**config.mk**
```make
export PLATFORM = sky130hd
export DESIGN_NAME = obau_alu
export DESIGN_NICKNAME = d
export VERILOG_FILES = /design/src/rtl/obau_pkg.sv /design/src/rtl/obau_alu.sv
export SDC_FILE = /design/constraint.sdc
export NUM_CORES = 2
export LEC_CHECK = 0
export BUFFER_PORTS_ARGS = -buffer_cell sky130_fd_sc_hd__buf_4
export CELL_PAD_IN_SITES_DETAIL_PLACEMENT = 0
export CELL_PAD_IN_SITES_GLOBAL_PLACEMENT = 1
export CORE_MARGIN = 8
export CORE_UTILIZATION = 45
export CTS_CLUSTER_DIAMETER = 50
export CTS_CLUSTER_SIZE = 20
export DETAILED_ROUTE_END_ITERATION = 16
export GPL_TIMING_DRIVEN = 0
export PLACE_DENSITY = 0.81
export SYNTH_ARGS = -nofsm -noshare
export SYNTH_HDL_FRONTEND = slang
export SYNTH_SLANG_ARGS = --single-unit
export TNS_END_PERCENT = 5
```
**constraint.sdc**
```tcl
create_clock -name clk_i -period 15.5 [get_ports clk_i]
set_input_delay 0.775 -clock clk_i [delete_from_list [all_inputs] [get_ports clk_i]]
set_output_delay 0.775 -clock clk_i [all_outputs]
set_load 0.03 [all_outputs]
```
**src/rtl/obau_pkg.sv**
```systemverilog
`timescale 1ns / 1ps
`default_nettype none
package obau_pkg;

  localparam int FRAC_BITS          = 16;
  localparam int NORMAL_TABLE_DEPTH = 1024;
  localparam int Q_SHIFT            = 30 - FRAC_BITS;
  localparam int TAB_BITS           = $clog2(NORMAL_TABLE_DEPTH);
  localparam int TAB_AW             = TAB_BITS + 1;
  localparam int FR_W               = 33 - TAB_BITS;

  localparam logic signed [63:0] Q30_ONE          = 64'sd1 <<< 30;
  localparam logic [63:0]        SAT_MAG          = (64'd1 << 62) - 64'd1;
  localparam logic [63:0]        LN2_Q30          = 64'd744261118;
  localparam logic [63:0]        INV_SQRT_2PI_Q30 = 64'd428361012;
  localparam logic [63:0]        TAB_DD  = 64'(NORMAL_TABLE_DEPTH) * 64'(NORMAL_TABLE_DEPTH);
  localparam logic [63:0]        TAB_DEN = 64'd3 * 64'(NORMAL_TABLE_DEPTH);

  typedef logic [30:0] tab_t [0:NORMAL_TABLE_DEPTH];

  typedef enum logic [1:0] {
    ALU_MUL  = 2'd0,
    ALU_DIV  = 2'd1,
    ALU_SQRT = 2'd2
  } alu_op_e;

  typedef struct packed {
    logic    start;
    alu_op_e op;
  } alu_req_t;

  typedef struct packed {
    logic               done;
    logic signed [63:0] res;
  } alu_stat_t;

  typedef enum logic {
    REG_PRIOR_MEAN = 1'b0,
    REG_PRIOR_VAR  = 1'b1
  } cfg_reg_e;

  // exp(-y), Q30 in and out
  function automatic logic [63:0] expneg(input logic [63:0] y);
    logic [63:0]        n;
    logic [63:0]        r;
    logic [63:0]        term;
    logic signed [63:0] sum;
    n    = y / LN2_Q30;
    r    = y - n * LN2_Q30;
    sum  = Q30_ONE;
    term = 64'd1 << 30;
    if (n >= 64'd62) return 64'd0;
    for (int i = 1; i <= 13; i++) begin
      term = ((term * r) >> 30) / 64'(i);
      if (i[0]) sum = sum - $signed(term);
      else sum = sum + $signed(term);
    end
    return 64'(sum) >> n;
  endfunction

  // phi at j * 4 / depth
  function automatic logic [63:0] phi_half(input logic [63:0] j);
    logic [63:0] y;
    y = ((64'd8 * j * j) << 30) / TAB_DD;
    return (expneg(y) * INV_SQRT_2PI_Q30) >> 30;
  endfunction

  function automatic tab_t build_phi();
    tab_t t;
    for (int k = 0; k <= NORMAL_TABLE_DEPTH; k++) t[k] = 31'(phi_half(64'(2 * k)));
    return t;
  endfunction

  // upper tail by simpson integration from the far end
  function automatic tab_t build_tail();
    tab_t        ph;
    tab_t        t;
    logic [63:0] acc;
    logic [63:0] sum;
    ph  = build_phi();
    acc = 64'd0;
    t[NORMAL_TABLE_DEPTH] = 31'd0;
    for (int k = NORMAL_TABLE_DEPTH - 1; k >= 0; k--) begin
      sum = 64'(ph[k]) + 64'd4 * phi_half(64'(2 * k + 1)) + 64'(ph[k + 1]);
      acc = acc + (sum * 64'd4 + TAB_DEN / 64'd2) / TAB_DEN;
      if (acc > (64'd1 << 30)) acc = 64'd1 << 30;
      t[k] = 31'(acc);
    end
    return t;
  endfunction

endpackage
`default_nettype wire

```
**src/rtl/obau_alu.sv**
```systemverilog
`timescale 1ns / 1ps
`default_nettype none
module obau_alu
  import obau_pkg::*;
(
  input  logic               clk_i,
  input  logic               rst_ni,
  input  alu_req_t           req_i,
  input  logic signed [63:0] x_i,
  input  logic signed [63:0] y_i,
  output alu_stat_t          stat_o
);

  typedef enum logic [3:0] {
    A_IDLE = 4'b0001,
    A_MUL  = 4'b0010,
    A_DIV  = 4'b0100,
    A_SQRT = 4'b1000
  } alu_state_e;

  alu_state_e         state_q, state_d;
  logic [6:0]         cnt_q, cnt_d;
  logic [63:0]        opa_q, opa_d;
  logic [63:0]        opb_q, opb_d;
  logic               neg_q, neg_d;
  logic [63:0]        pp_q, pp_d;
  logic [1:0]         ppsh_q, ppsh_d;
  logic               ppv_q, ppv_d;
  logic [127:0]       acc_q, acc_d;
  logic [63:0]        rem_q, rem_d;
  logic [61:0]        dq_q, dq_d;
  logic [63:0]        rq_q, rq_d;
  logic [63:0]        bit_q, bit_d;
  logic               done_q, done_d;
  logic signed [63:0] res_q, res_d;

  logic [63:0]  xm, ym, ay;
  logic [31:0]  ha, hb;
  logic [127:0] pp_sh;
  logic [64:0]  tdiv;
  logic         ge;
  logic [63:0]  tsq;
  logic [63:0]  mmag;
  logic [63:0]  qv;

  assign stat_o.done = done_q;
  assign stat_o.res  = res_q;

  always_comb begin
    state_d = state_q;
    cnt_d   = cnt_q;
    opa_d   = opa_q;
    opb_d   = opb_q;
    neg_d   = neg_q;
    pp_d    = pp_q;
    ppsh_d  = ppsh_q;
    ppv_d   = 1'b0;
    acc_d   = acc_q;
    rem_d   = rem_q;
    dq_d    = dq_q;
    rq_d    = rq_q;
    bit_d   = bit_q;
    done_d  = 1'b0;
    res_d   = res_q;

    xm = x_i[63] ? 64'(-x_i) : 64'(x_i);
    ym = y_i[63] ? 64'(-y_i) : 64'(y_i);
    ay = (ym == 64'd0) ? 64'd1 : ym;

    ha    = cnt_q[1] ? opa_q[63:32] : opa_q[31:0];
    hb    = cnt_q[0] ? opb_q[63:32] : opb_q[31:0];
    case (ppsh_q)
      2'd0:    pp_sh = {64'd0, pp_q};
      2'd1:    pp_sh = {32'd0, pp_q, 32'd0};
      default: pp_sh = {pp_q, 64'd0};
    endcase
    // a full product past 64 bits saturates
    mmag = (acc_q[127:64] != 64'd0) ? SAT_MAG : {30'd0, acc_q[63:30]};

    tdiv = {rem_q, dq_q[61]};
    ge   = (tdiv >= {1'b0, opb_q});
    qv   = {2'b00, dq_q[60:0], ge};

    tsq = rq_q + bit_q;

    case (state_q)
      A_IDLE: begin
        if (req_i.start) begin
          neg_d = x_i[63] ^ y_i[63];
          cnt_d = 7'd0;
          case (req_i.op)
            ALU_MUL: begin
              opa_d   = xm;
              opb_d   = ym;
              acc_d   = 128'd0;
              state_d = A_MUL;
            end
            ALU_DIV: begin
              opb_d = ay;
              if ({32'd0, xm} >= {ay, 32'd0}) begin
                // quotient does not fit, saturate
                res_d  = (x_i[63] ^ y_i[63]) ? -$signed(SAT_MAG) : $signed(SAT_MAG);
                done_d = 1'b1;
              end else begin
                rem_d   = {32'd0, xm[63:32]};
                dq_d    = {xm[31:0], 30'd0};
                state_d = A_DIV;
              end
            end
            ALU_SQRT: begin
              opa_d   = x_i;
              rq_d    = 64'd0;
              bit_d   = 64'd1 << 62;
              state_d = A_SQRT;
            end
            default: begin
              res_d  = 64'sd0;
              done_d = 1'b1;
            end
          endcase
        end
      end
      A_MUL: begin
        cnt_d = cnt_q + 7'd1;
        if (cnt_q < 7'd4) begin
          pp_d   = 64'(ha) * 64'(hb);
          ppsh_d = 2'(cnt_q[1]) + 2'(cnt_q[0]);
          ppv_d  = 1'b1;
        end
        if (ppv_q) acc_d = acc_q + pp_sh;
        if (cnt_q == 7'd5) begin
          res_d   = neg_q ? -$signed(mmag) : $signed(mmag);
          done_d  = 1'b1;
          state_d = A_IDLE;
        end
      end
      A_DIV: begin
        cnt_d = cnt_q + 7'd1;
        rem_d = ge ? 64'(tdiv - {1'b0, opb_q}) : tdiv[63:0];
        dq_d  = {dq_q[60:0], ge};
        if (cnt_q == 7'd61) begin
          res_d   = neg_q ? -$signed(qv) : $signed(qv);
          done_d  = 1'b1;
          state_d = A_IDLE;
        end
      end
      A_SQRT: begin
        cnt_d = cnt_q + 7'd1;
        bit_d = bit_q >> 2;
        if (opa_q >= tsq) begin
          opa_d = opa_q - tsq;
          rq_d  = (rq_q >> 1) + bit_q;
        end else begin
          rq_d = rq_q >> 1;
        end
        if (cnt_q == 7'd31) begin
          res_d   = $signed(rq_d);
          done_d  = 1'b1;
          state_d = A_IDLE;
        end
      end
      default: state_d = A_IDLE;
    endcase
  end

  always_ff @(posedge clk_i or negedge rst_ni) begin
    if (!rst_ni) begin
      state_q <= A_IDLE;
      cnt_q   <= 7'd0;
      ppv_q   <= 1'b0;
      done_q  <= 1'b0;
    end else begin
      state_q <= state_d;
      cnt_q   <= cnt_d;
      ppv_q   <= ppv_d;
      done_q  <= done_d;
    end
  end

  always_ff @(posedge clk_i) begin
    opa_q  <= opa_d;
    opb_q  <= opb_d;
    neg_q  <= neg_d;
    pp_q   <= pp_d;
    ppsh_q <= ppsh_d;
    acc_q  <= acc_d;
    rem_q  <= rem_d;
    dq_q   <= dq_d;
    rq_q   <= rq_d;
    bit_q  <= bit_d;
    res_q  <= res_d;
  end

endmodule
`default_nettype wire

```
==> impl_metrics.csv <==
group,metric,value,unit
logic_synthesis,async_reset_ff_frac,0.0209,
logic_synthesis,netlist_area,0.0856,sq mm
critical_path,cpPeakStageDelay,920,ps
logic_synthesis,syn-instance-count,9980,
cts,root_buffer,"clkbuf_16",
cts,ctsResizeCount,0,
logic_synthesis,yosysWarnings,0,
routing,drt_pass1_iterations,8,
timing,fin_crit_sh,0.825,
global_routing,antenna_found_initial,18,
routing,drt-initial-drc-count,9080,
finish,finalNetCount,12000,
finish,fin_util,0.500,
status,violations,"capacitance limit, slew limit",
timing,worst-slew-pin-transition,1620,ps
placement,dp.cells,12700,
routing,drc,0,
logic_synthesis,synth_top_cell_by_area,"edfxtp_1",
routing,routed_via_density,6.13,
cts,cts.path.max_buffers,3,
logic_synthesis,synth_cell_type_count,99,
finish,area_delta_synth_final,10.8,%
status,status,"complete, but fails checks",
cts,cts_tree,"done",
finish,drive_above_1_share,0.0569,
flow_run,max-cap-violations,12,
global_routing,grt_pass1_wl,540000,microns
die,die_area,0.204,sq mm
timing,max-slew-margin-rel,-0.0809,
logic_synthesis,synth_area_per_cell,8.58,sq um
global_routing,busiest_layer,"met2",
die,die_w,452,microns
timing,max_freq,78.2,MHz
logic_synthesis,synth_edf_count,609,
global_routing,grtUsageMet3,0.0876,
timing,clock_skew,63.4,ps
die,start_util,0.452,
logic_synthesis,syn-num-nets,11600,
timing,min_period,12780,ps
global_routing,grt_overflow,0,
logic_synthesis,synth-seq-cells,622,
global_routing,grt_start_max_net_pins,65,
critical_path,path_class,"flip-flop to flip-flop",
cts,h-tree-depth,3,
finish,multi_input_area,0.0611,sq mm
routing,wl_per_cell,29.4,microns
critical_path,worstPathRequired,16010,ps
global_routing,grt_usage,0.360,
cts,cts_setup_buffers,0,
placement,io_buffers,171,
finish,seq_area,0.0186,sq mm
die,fp.coreArea,0.190,sq mm
global_routing,met1_usage,0.473,
cts,numCtsBuffers,103,
global_routing,grt_use_met2,0.546,
die,fp-row-count,160,
critical_path,path_max_fanout,10,
logic_synthesis,synth_top_area_frac,0.214,
min_path,min_path_type,"primary input to flip-flop",
finish,final_cells,12900,
routing,drt-total-wl,380000,microns
critical_path,cpMaxStageDelayCell,"clkbuf_1",
die,fp.dieH,452,microns
timing,whs,325,ps
cts,clock_latency,780,ps
timing,finalHoldViolCount,0,
routing,postRouteAntennaNets,0,
timing,rsz0062_at_grt,"no",
placement,hpwl,313000,microns
logic_synthesis,ys_top_cells_by_area,"edfxtp_1, fa_1, ha_1",
critical_path,cp_common_cell,"fa_1",
critical_path,cp-end-kind,"flip-flop",
placement,gp_congestion,1.08,
timing,setup_viol,0,
finish,layout_common_cells,"nor2_1, nand2_1, inv_1",
finish,mostFrequentLayoutCell,"nor2_1",
logic_synthesis,yosysSeqAreaShare,0.217,
critical_path,cp-start-kind,"flip-flop",
die,ios,198,
timing,setup_ws,2720,ps
cts,clkSinkCount,622,
global_routing,grt_pass1_vias,77100,
finish,nFillCells,18400,
cts,clkSlewWorstSetupHoldPaths,60,ps
routing,routed-via-count,79200,
placement,place_ws,2950,ps
logic_synthesis,synth-main-ff-cell,"edfxtp_1",
timing,drv_slew,83,
critical_path,arrival,13300,ps
final timing paths:
kind / startpoint / endpoint / slack [ps] / depth (start not counted)
min: y_i[39] / opb_q[39] / 330 / 2
min in group asynchronous: rst_ni / done_q / 510 / 2
max reg2reg: cnt_q[1] / pp_q[63] / 2720 / 28
min reg2reg: cnt_q[5] / cnt_q[5] / 580 / 1
max: cnt_q[1] / pp_q[63] / 2720 / 28
max in group asynchronous: rst_ni / state_q[0] / 14760 / 2
timing repair:
item,4_1_cts,5_1_grt
hold endpoints to repair,12,0
setup endpoints to repair,0,0
hold buffers,1,0
metal layers:
metal | routed length [microns] | part of all wire
met1 | 151000 | 0.40
met2 | 162000 | 0.43
met3 | 40000 | 0.11
met4 | 26900 | 0.071
met5 | 107 | 0.00028
per-stage QoR:
stage,TNS [ps],cell area (sq um)
3_5_place_dp,0,91000
5_1_grt,0,94800
2_1_floorplan,0,85600
4_1_cts,0,94800
6_report,0,94900
3_3_place_gp,-535520,90100
flip-flops by register name, indices dropped and copies added (netlist names):
register,count
acc_q,128
bit_q,32
cnt_q,7
done_q,1
dq_q,62
neg_q,1
opa_q,64
opb_q,64
pp_q,64
ppsh_q,2
ppv_q,1
rem_q,64
res_q,64
rq_q,64
state_q,4
synth_stat cells (157+ instances only):
| cell type | count |
|---|---|
| xor2_1 | 283 |
| nor2_1 | 1195 |
| ha_1 | 627 |
| inv_1 | 1124 |
| nand4_1 | 157 |
| edfxtp_1 | 609 |
| a21o_1 | 222 |
| fa_1 | 899 |
| xnor2_1 | 363 |
| clkbuf_1 | 466 |
| a21oi_1 | 534 |
| nand2_1 | 1143 |
| o21ai_0 | 554 |
logic make-up (layout without fill, tap and decap cells):
family,count (synthesis),in the layout,synth area share
AOI/OAI and AO/OA,2066,2066,0.151
xor gates and xnor gates,646,646,0.0661
adders and majority gates,1526,1526,0.302
buffers and inverters,1640,2059,0.0721
DFF,622,622,0.217
muxes,126,126,0.0153
other,0,12,0
and+or+nand+nor,3354,3354,0.176
critical path: cells and delay by family (launching register included):
family                     cells  cell delay [ps]
adders and majority gates      9             5030
AOI/OAI and AO/OA             10             2980
xor gates and xnor gates       1              110
and+or+nand+nor                1              180
muxes                          1              900
buffers and inverters          6             2970
DFF                            1              350
area by class of cell:
cell class,instances,share of cell area
timing repair buffer,225,0.0217
antenna,12,0.000317
sequential,622,0.196
buffer,515,0.0206
inverter,1125,0.0445
clock buffer,104,0.0272
multi-input combinational,7718,0.644
tap,2511,0.0331
clock inverter,90,0.0125
Power is not shown: default switching activity piles up to over one toggle a cycle in this logic, so the estimate is an artifact.
